**config.mk**
```make
export PLATFORM = sky130hd
export DESIGN_NAME = epoch_to_calendar_date_top
export DESIGN_NICKNAME = d
export VERILOG_FILES = /design/src/rtl/core/e2cd_pkg.sv /design/src/rtl/core/e2cd_pipe.sv /design/src/rtl/core/epoch_to_calendar_date_top.sv
export VERILOG_INCLUDE_DIRS = /design/src /design/src/rtl/core
export SDC_FILE = /design/constraint.sdc
export NUM_CORES = 2
export LEC_CHECK = 0
export ABC_AREA = 1
export BUFFER_PORTS_ARGS = -buffer_cell sky130_fd_sc_hd__buf_4
export CORE_AREA = 10 10 334 336
export DETAILED_ROUTE_END_ITERATION = 10
export DIE_AREA = 0 0 344 346
export GPL_ROUTABILITY_DRIVEN = 0
export PLACE_DENSITY = 0.67
export SLEW_MARGIN = 20
export SYNTH_ARGS = -nofsm -noshare
export SYNTH_HDL_FRONTEND = slang
export SYNTH_SLANG_ARGS = --single-unit
```
**constraint.sdc**
```tcl
create_clock -name clk -period 16.2 [get_ports clk]
set_clock_uncertainty 0.1 [all_clocks]
set_input_delay 1.62 -clock clk [delete_from_list [all_inputs] [get_ports clk]]
set_output_delay 1.62 -clock clk [all_outputs]
set_load 0.05 [all_outputs]
```
**src/rtl/core/epoch_to_calendar_date_top_defines.svh**
```systemverilog
// Assertion helpers shared by the RTL. Each expands to one labeled concurrent
// assertion clocked on clk and held off while arst_n is low.
`ifndef EPOCH_TO_CALENDAR_DATE_TOP_DEFINES_SVH
`define EPOCH_TO_CALENDAR_DATE_TOP_DEFINES_SVH

// Same-cycle implication.
`define E2CD_ASSERT_HOLDS(label, ante, cons) \
	label: assert property (@(posedge clk) disable iff (!arst_n) (ante) |-> (cons)) \
		else $error("e2cd assertion failed");

// Next-cycle implication.
`define E2CD_ASSERT_NEXT(label, ante, cons) \
	label: assert property (@(posedge clk) disable iff (!arst_n) (ante) |=> (cons)) \
		else $error("e2cd assertion failed");

`endif

```
**src/rtl/core/e2cd_pkg.sv**
```systemverilog
`timescale 1ns / 1ps

package e2cd_pkg;

	// Register map (byte addresses)
	localparam logic [1:0] REG_UTC_OFFSET_ADDR = 2'd0;
	localparam logic signed [4:0] UTC_OFFSET_RESET = -5'sd4;

	// Reciprocal constants: q = (x * RECIP) >> SHIFT, exact over the operand range
	localparam logic [26:0] DAY_RECIP   = 27'd101806633; // 1/675, x < 2^26
	localparam int          DAY_SHIFT   = 36;
	localparam logic [16:0] CYCLE_RECIP = 17'd91868;     // 1/1461, x < 2^16
	localparam int          CYCLE_SHIFT = 27;
	localparam logic [12:0] HOUR_RECIP  = 13'd4661;      // 1/225, x < 5400
	localparam int          HOUR_SHIFT  = 20;
	localparam logic [10:0] MIN_RECIP   = 11'd1093;      // 1/15, x < 900
	localparam int          MIN_SHIFT   = 14;

	localparam logic [15:0] DAYS_1968_TO_1970 = 16'd731;
	localparam logic [10:0] DAYS_PER_CYCLE    = 11'd1461;
	localparam logic [11:0] CYCLE_BASE_YEAR   = 12'd1968;

	// First day of each month (0-based day of year), common year
	localparam logic [8:0] MONTH_START [12] = '{
		9'd0, 9'd31, 9'd59, 9'd90, 9'd120, 9'd151,
		9'd181, 9'd212, 9'd243, 9'd273, 9'd304, 9'd334
	};

	typedef struct packed {
		logic [11:0] year;
		logic [3:0]  month;
		logic [4:0]  day;
		logic [4:0]  hour;
		logic [5:0]  minute;
		logic [5:0]  second;
		logic [29:0] nanosecond;
	} date_t;

	typedef struct packed {
		logic [3:0] month;
		logic [4:0] day;
	} md_t;

	// Month and day of month from the 0-based day of year
	function automatic md_t month_day(input logic [8:0] doy, input logic leap);
		md_t        res;
		logic [8:0] st;
		logic [8:0] base;
		res.month = 4'd1;
		base      = 9'd0;
		for (int i = 1; i < 12; i++) begin
			st = MONTH_START[i] + ((leap && i >= 2) ? 9'd1 : 9'd0);
			if (doy >= st) begin
				res.month = 4'(i + 1);
				base      = st;
			end
		end
		res.day = 5'(doy - base + 9'd1);
		return res;
	endfunction

endpackage

```
**src/rtl/core/e2cd_pipe.sv**
```systemverilog
`timescale 1ns / 1ps

module e2cd_pipe (
	input  logic                clk,
	input  logic                arst_n,
	input  logic                in_valid,
	output logic                in_ready,
	input  logic [31:0]         epoch_seconds,
	input  logic [29:0]         nanoseconds,
	input  logic signed [4:0]   utc_offset_hours,
	output logic                out_valid,
	input  logic                out_ready,
	output e2cd_pkg::date_t     date
);
	import e2cd_pkg::*;

	logic v_s1, v_s2, v_s3, v_s4, v_s5, v_s6, v_s7;
	logic en_s1, en_s2, en_s3, en_s4, en_s5, en_s6, en_s7;

	// stall ripples back only through occupied stages
	assign en_s7 = !v_s7 || out_ready;
	assign en_s6 = !v_s6 || en_s7;
	assign en_s5 = !v_s5 || en_s6;
	assign en_s4 = !v_s4 || en_s5;
	assign en_s3 = !v_s3 || en_s4;
	assign en_s2 = !v_s2 || en_s3;
	assign en_s1 = !v_s1 || en_s2;

	assign in_ready  = en_s1;
	assign out_valid = v_s7;

	always_ff @(posedge clk or negedge arst_n) begin
		if (!arst_n) begin
			v_s1 <= 1'b0;
			v_s2 <= 1'b0;
			v_s3 <= 1'b0;
			v_s4 <= 1'b0;
			v_s5 <= 1'b0;
			v_s6 <= 1'b0;
			v_s7 <= 1'b0;
		end else begin
			if (en_s1) v_s1 <= in_valid;
			if (en_s2) v_s2 <= v_s1;
			if (en_s3) v_s3 <= v_s2;
			if (en_s4) v_s4 <= v_s3;
			if (en_s5) v_s5 <= v_s4;
			if (en_s6) v_s6 <= v_s5;
			if (en_s7) v_s7 <= v_s6;
		end
	end

	// stage 1: apply offset, clamp below epoch
	logic signed [33:0] off_sec;
	logic signed [33:0] local_sum;
	logic [32:0]        t_s1;
	logic [29:0]        ns_s1;

	assign off_sec   = 34'(utc_offset_hours) * 34'sd3600;
	assign local_sum = signed'({2'b00, epoch_seconds}) + off_sec;

	always_ff @(posedge clk) begin
		if (en_s1) begin
			t_s1  <= local_sum[33] ? 33'd0 : local_sum[32:0];
			ns_s1 <= nanoseconds;
		end
	end

	// stage 2: days = t / 86400 = (t >> 7) / 675
	logic [52:0] day_prod;
	logic [15:0] days_s2;
	logic [32:0] t_s2;
	logic [29:0] ns_s2;

	assign day_prod = 53'(t_s1[32:7]) * 53'(DAY_RECIP);

	always_ff @(posedge clk) begin
		if (en_s2) begin
			days_s2 <= day_prod[DAY_SHIFT +: 16];
			t_s2    <= t_s1;
			ns_s2   <= ns_s1;
		end
	end

	// stage 3: seconds of day; four-year cycle count from 1968
	logic [25:0] day_sec_hi;
	logic [32:0] sod_full;
	logic [15:0] dp;
	logic [32:0] cyc_prod;
	logic [16:0] sod_s3;
	logic [15:0] dp_s3;
	logic [5:0]  c_s3;
	logic [29:0] ns_s3;

	assign day_sec_hi = 26'(days_s2) * 26'd675;
	assign sod_full   = t_s2 - {day_sec_hi, 7'b0};
	assign dp         = days_s2 + DAYS_1968_TO_1970;
	assign cyc_prod   = 33'(dp) * 33'(CYCLE_RECIP);

	always_ff @(posedge clk) begin
		if (en_s3) begin
			sod_s3 <= sod_full[16:0];
			dp_s3  <= dp;
			c_s3   <= cyc_prod[CYCLE_SHIFT +: 6];
			ns_s3  <= ns_s2;
		end
	end

	// stage 4: hour; day within cycle
	logic [25:0] hr_prod;
	logic [16:0] cyc_days;
	logic [15:0] r_full;
	logic [16:0] sod_s4;
	logic [4:0]  hour_s4;
	logic [5:0]  c_s4;
	logic [10:0] r_s4;
	logic [29:0] ns_s4;

	assign hr_prod  = 26'(sod_s3[16:4]) * 26'(HOUR_RECIP);
	assign cyc_days = 17'(c_s3) * 17'(DAYS_PER_CYCLE);
	assign r_full   = dp_s3 - cyc_days[15:0];

	always_ff @(posedge clk) begin
		if (en_s4) begin
			sod_s4  <= sod_s3;
			hour_s4 <= hr_prod[HOUR_SHIFT +: 5];
			c_s4    <= c_s3;
			r_s4    <= r_full[10:0];
			ns_s4   <= ns_s3;
		end
	end

	// stage 5: seconds of hour; year and day of year
	logic [16:0] rem_full;
	logic [1:0]  yi;
	logic [10:0] ybase;
	logic [10:0] doy_full;
	logic [11:0] rem_s5;
	logic [4:0]  hour_s5;
	logic [11:0] year_s5;
	logic [8:0]  doy_s5;
	logic        leap_s5;
	logic [29:0] ns_s5;

	assign rem_full = sod_s4 - 17'(hour_s4) * 17'd3600;

	// cycle: leap year of 366 days, then three years of 365
	always_comb begin
		if (r_s4 >= 11'd1096) begin
			yi    = 2'd3;
			ybase = 11'd1096;
		end else if (r_s4 >= 11'd731) begin
			yi    = 2'd2;
			ybase = 11'd731;
		end else if (r_s4 >= 11'd366) begin
			yi    = 2'd1;
			ybase = 11'd366;
		end else begin
			yi    = 2'd0;
			ybase = 11'd0;
		end
	end

	assign doy_full = r_s4 - ybase;

	always_ff @(posedge clk) begin
		if (en_s5) begin
			rem_s5  <= rem_full[11:0];
			hour_s5 <= hour_s4;
			year_s5 <= CYCLE_BASE_YEAR + {4'b0, c_s4, 2'b00} + 12'(yi);
			doy_s5  <= doy_full[8:0];
			leap_s5 <= (yi == 2'd0);
			ns_s5   <= ns_s4;
		end
	end

	// stage 6: minute; month and day
	logic [20:0] min_prod;
	logic [11:0] rem_s6;
	logic [5:0]  minute_s6;
	logic [4:0]  hour_s6;
	logic [11:0] year_s6;
	md_t         md_s6;
	logic [29:0] ns_s6;

	assign min_prod = 21'(rem_s5[11:2]) * 21'(MIN_RECIP);

	always_ff @(posedge clk) begin
		if (en_s6) begin
			rem_s6    <= rem_s5;
			minute_s6 <= min_prod[MIN_SHIFT +: 6];
			hour_s6   <= hour_s5;
			year_s6   <= year_s5;
			md_s6     <= month_day(doy_s5, leap_s5);
			ns_s6     <= ns_s5;
		end
	end

	// stage 7: second; output register
	logic [11:0] sec_full;
	date_t       date_s7;

	assign sec_full = rem_s6 - 12'(minute_s6) * 12'd60;

	always_ff @(posedge clk) begin
		if (en_s7) begin
			date_s7.year       <= year_s6;
			date_s7.month      <= md_s6.month;
			date_s7.day        <= md_s6.day;
			date_s7.hour       <= hour_s6;
			date_s7.minute     <= minute_s6;
			date_s7.second     <= sec_full[5:0];
			date_s7.nanosecond <= ns_s6;
		end
	end

	assign date = date_s7;

endmodule

```
**src/rtl/core/epoch_to_calendar_date_top.sv**
```systemverilog
// Unix epoch to local calendar date. Each epoch_valid/epoch_ready transaction
// carries epoch seconds plus a nanosecond count; the block adds the signed
// whole-hour offset in register utc_offset_hours (address 0, reset -4), and
// returns local year, month, day, hour, minute and second, with the
// nanoseconds copied through untouched, as one date_valid/date_ready
// transaction. A local time before 1970 clamps to 1970-01-01 00:00:00. Every
// fourth year is leap, which is exact through 2099 (2100 is treated as leap).
// Throughput is one transaction per clock unless the output stalls. The
// seven-stage pipeline does the divides by 86400, 1461, 3600 and 60 as
// reciprocal multiplies, one per stage. A stalled output backs up only the
// occupied stages, so bubbles are squeezed out before epoch_ready drops.
// Write utc_offset_hours only while no transaction is in flight.
`timescale 1ns / 1ps

module epoch_to_calendar_date_top (
	input  logic        clk,
	input  logic        arst_n,
	// APB register port
	input  logic        psel,
	input  logic        penable,
	input  logic        pwrite,
	input  logic [1:0]  paddr,
	input  logic [31:0] pwdata,
	output logic [31:0] prdata,
	output logic        pready,
	// epoch input
	input  logic        epoch_valid,
	output logic        epoch_ready,
	input  logic [31:0] epoch_seconds,
	input  logic [29:0] nanoseconds,
	// date output
	output logic        date_valid,
	input  logic        date_ready,
	output logic [11:0] year,
	output logic [3:0]  month,
	output logic [4:0]  day,
	output logic [4:0]  hour,
	output logic [5:0]  minute,
	output logic [5:0]  second,
	output logic [29:0] nanosecond
);
	import e2cd_pkg::*;

	`include "epoch_to_calendar_date_top_defines.svh"

	// ---- register port ----
	logic signed [4:0] utc_offset_hours_q;
	logic              cfg_wr;

	assign pready = 1'b1;
	assign cfg_wr = psel && penable && pwrite && pready && (paddr == REG_UTC_OFFSET_ADDR);

	always_ff @(posedge clk or negedge arst_n) begin
		if (!arst_n) begin
			utc_offset_hours_q <= UTC_OFFSET_RESET;
		end else if (cfg_wr) begin
			utc_offset_hours_q <= signed'(pwdata[4:0]);
		end
	end

	// read back sign-extended
	assign prdata = (paddr == REG_UTC_OFFSET_ADDR) ? 32'(utc_offset_hours_q) : 32'd0;

	// ---- conversion pipeline ----
	date_t date;

	e2cd_pipe u_pipe (
		.clk              (clk),
		.arst_n           (arst_n),
		.in_valid         (epoch_valid),
		.in_ready         (epoch_ready),
		.epoch_seconds    (epoch_seconds),
		.nanoseconds      (nanoseconds),
		.utc_offset_hours (utc_offset_hours_q),
		.out_valid        (date_valid),
		.out_ready        (date_ready),
		.date             (date)
	);

	assign year       = date.year;
	assign month      = date.month;
	assign day        = date.day;
	assign hour       = date.hour;
	assign minute     = date.minute;
	assign second     = date.second;
	assign nanosecond = date.nanosecond;

	// ---- checks ----
	// month/day lookup always lands on a real calendar slot
	`E2CD_ASSERT_HOLDS(a_md_range, date_valid, (month >= 4'd1) && (month <= 4'd12) && (day >= 5'd1) && (day <= 5'd31))
	// time-of-day split and year base stay in range
	`E2CD_ASSERT_HOLDS(a_tod_range, date_valid, (hour <= 5'd23) && (minute <= 6'd59) && (second <= 6'd59) && (year >= 12'd1970))
	// input backs up only behind a stalled, occupied output
	`E2CD_ASSERT_HOLDS(a_stall_src, !epoch_ready, date_valid && !date_ready)
	// offset write lands as written
	`E2CD_ASSERT_NEXT(a_cfg_wr, cfg_wr, utc_offset_hours_q == signed'($past(pwdata[4:0])))

endmodule

```
==> flow_metrics.env <==
export IMPL_cts_reportedPaths_clkPinSlew_ns=0.06
export IMPL_io_buffers=177
export IMPL_drc=0
export IMPL_die_w_um=344
export IMPL_period_needed_ns=7.77
export IMPL_grt_first_pass_wirelength_um=149000
export IMPL_arrival_ns=8.02
export IMPL_clock_fmax_mhz=129
export IMPL_synthFlopType="edfxtp_1"
export IMPL_min_delay_path_depth=0
export IMPL_critPathLaunchType="flip-flop"
export IMPL_rrSetupSlack_ns=8.43
export IMPL_final_cell_mix="1,022 x inv_1, 701 x ha_1, 571 x nand2_1, 456 x edfxtp_1, 347 x fa_1"
export IMPL_synth_xor_area_frac=0.0262
export IMPL_floorplan_io_pins=206
export IMPL_crit_type="flip-flop to flip-flop"
export IMPL_cap_violations=0
export IMPL_hold_path_end="u_pipe.ns_s6[21]"
export IMPL_drt_wl_total_um=91300
export IMPL_grt_antenna_before_repair=1
export IMPL_routedWlPerCell_um=15.7
export IMPL_synth_seq_area_share=0.336
export IMPL_slew_limit_headroom=0.373
export IMPL_grt_max_degree=70
export IMPL_cts_setup_buffers=0
export IMPL_dr_total_vias=28000
export IMPL_worstPathRequired_ns=16.46
export IMPL_via_per_inst=4.83
export IMPL_cts_buffer_depth=3
export IMPL_rsz0062_at_grt="no"
export IMPL_critPathSlowestCell="xor2_1"
export IMPL_grt_pass1_vias=28700
export IMPL_hold_buffers=0
export IMPL_ys_warnings_count=0
export IMPL_finalSetupViolCount=0
export IMPL_synth_area_um2=41600
export IMPL_cts_tree="built"
export IMPL_clock_sinks=468
export IMPL_first_iter_violations=1553
export IMPL_synth_area_mux_share=0
export IMPL_syn2layout_area_growth_pct=10.6
export IMPL_die_h_um=346
export IMPL_regArea_um2=14000
export IMPL_end_kind="flip-flop"
export IMPL_layout_nets=5526
export IMPL_row_count=119
export IMPL_tightest_slew_ns=0.940
export IMPL_drt_pass1_iter_count=6
export IMPL_multi_input_area_um2=23500
export IMPL_cpPeakStageDelay_ns=0.72
export IMPL_synth_edf_count=456
export IMPL_synth_fa_ha_area_frac=0.378
export IMPL_synth_area_per_cell_um2=9.97
export IMPL_drive_gt1_frac=0.0657
export IMPL_synth_seq_cells=468
export IMPL_synth_compound_area_frac=0.0566
export IMPL_min_period_over_period=0.480
export IMPL_hp_start="u_pipe.ns_s5[21]"
export IMPL_min_path_type="flip-flop to flip-flop"
export IMPL_grt_use_total=0.154
export IMPL_numCtsBuffers=49
export IMPL_drtAntennaViolNets=0
export IMPL_drv_slew=0
export IMPL_dpl_hpwl_um=75600
export IMPL_synthSimpleGateAreaFrac=0.104
export IMPL_root_buffer="clkbuf_16"
export IMPL_final_hold_violation_count=0
export IMPL_netlist_cell_type_count=47
export IMPL_layout_commonest_cell="inv_1"
export IMPL_synth_top_family_by_area="adder cells"
export IMPL_r2r_start="u_pipe.days_s2[0]"
export IMPL_grt_overflow_total=0
export IMPL_async_flop_share=0.0256
export IMPL_h_tree_depth=2
export IMPL_cts_resized_gates=0
export IMPL_nFillCells=9969
export IMPL_rr_worst_depth=32
export IMPL_die_area_um2=119000
export IMPL_clkLatencyLatePin_ns=0.62
export IMPL_fin_setup_tns_ns=0
export IMPL_antenna_cells=0
export IMPL_status="finished clean"
export IMPL_crit_fanout=8
export IMPL_initial_core_util=0.397
export IMPL_core_region_area_um2=105000
export IMPL_r2r_end="u_pipe.c_s3[3]"
export IMPL_syn_inst=4173
export IMPL_syn_nets=5324
## state kept, by name, indices dropped and copies added (netlist names), 9 cells and up
register,flops
u_pipe.date,67
u_pipe.days_s2,16
u_pipe.doy_s5,9
u_pipe.dp_s3,11
u_pipe.md_s6,9
u_pipe.ns_s1,30
u_pipe.ns_s2,30
u_pipe.ns_s3,30
u_pipe.ns_s4,30
u_pipe.ns_s5,30
u_pipe.ns_s6,30
u_pipe.r_s4,11
u_pipe.rem_s5,12
u_pipe.sod_s3,17
u_pipe.sod_s4,12
u_pipe.t_s1,33
u_pipe.t_s2,17
u_pipe.year_s5,11
u_pipe.year_s6,11
## routing by layer
| layer | up-vias | wire [um] | GRT usage |
|---|---|---|---|
| li1 | 13800 | - | - |
| met1 | 13400 | 39300 | 0.194 |
| met2 | 628 | 45500 | 0.272 |
| met3 | 146 | 4100 | 0.0202 |
| met4 | 0 | 2380 | 0.0422 |
| met5 | - | 0 | 0 |
## critical path, delay by kind of cell, from the launching register on
family | cells | cell delay, ns
compound gates | 5 | 0.88
xor+xnor | 1 | 0.72
simple gates | 10 | 0.90
flops | 1 | 0.54
fa+ha+maj | 8 | 3.50
buf+inv | 8 | 0.87
## how the worst max path moves through the flow
stage / end / slack [ns] / from / cells after the start
2_1_floorplan: epoch_ready / 3.80 / date_ready / 12
3_3_place_gp: u_pipe.c_s3[3] / 8.49 / u_pipe.days_s2[0] / 32
3_5_place_dp: u_pipe.c_s3[3] / 8.43 / u_pipe.days_s2[0] / 32
4_1_cts: u_pipe.c_s3[3] / 8.40 / u_pipe.days_s2[0] / 32
5_1_grt: u_pipe.c_s3[3] / 7.96 / u_pipe.days_s2[0] / 32
6_report: u_pipe.c_s3[3] / 8.43 / u_pipe.days_s2[0] / 32
## logic make-up (layout without fill, tap and decap cells)
group	Yosys count	in the layout
fa+ha+maj	1048	1048
other cells	1	1
buf+inv	1067	1309
simple gates	1041	1041
xor+xnor	122	122
flops	468	468
compound gates	426	426
## layout make-up
| type | instances | share of cell area |
|---|---|---|
| well taps | 1391 | 0.0378 |
| inverters | 1029 | 0.0839 |
| clock inverters | 33 | 0.00600 |
| clock buffers | 58 | 0.0274 |
| multi-input cells | 2638 | 0.510 |
| flip-flops and latches | 468 | 0.304 |
| repair buffers | 189 | 0.0308 |
## stage by stage
step	instances	cell area, um^2	util	setup WS (ns)	hold WS [ns]
3_3_place_gp	5715	44500	0.425	8.49	0.300
3_5_place_dp	5715	44500	0.425	8.43	0.305
6_report	5806	46100	0.439	8.43	0.309
4_1_cts	5806	46100	0.439	8.40	0.312
5_1_grt	5806	46100	0.439	7.96	0.309
2_1_floorplan	4173	41600	-	3.80	0.300
## synth_stat cells (all sizes together) (2+ instances only)
master  instances  area share
o21ai         126       0.015
nand2         575       0.052
xnor2          50       0.011
o21a           11      0.0020
dfrtp           9      0.0054
a211oi          4     0.00072
nand3         129       0.016
a21boi          5     0.00090
nor4           13      0.0020
fa            347        0.17
and3b           2     0.00042
a21o           19      0.0034
a31oi           6     0.00090
ha            701        0.21
nand4          41      0.0062
nand3b          4     0.00072
nor2          231       0.021
a21oi         219       0.027
inv          1029       0.093
o211ai          6      0.0011
o31ai           8      0.0014
or2             6     0.00090
edfxtp        456        0.33
buf            37      0.0065
xor2           71       0.015
nor3           33      0.0040
dfstp           3      0.0019
and3            2     0.00030
and2            5     0.00075
o21bai         19      0.0038
Power is left out: the tool's default activity adds up to more than one toggle a clock period on the data nets, which glitch-free logic cannot reach.
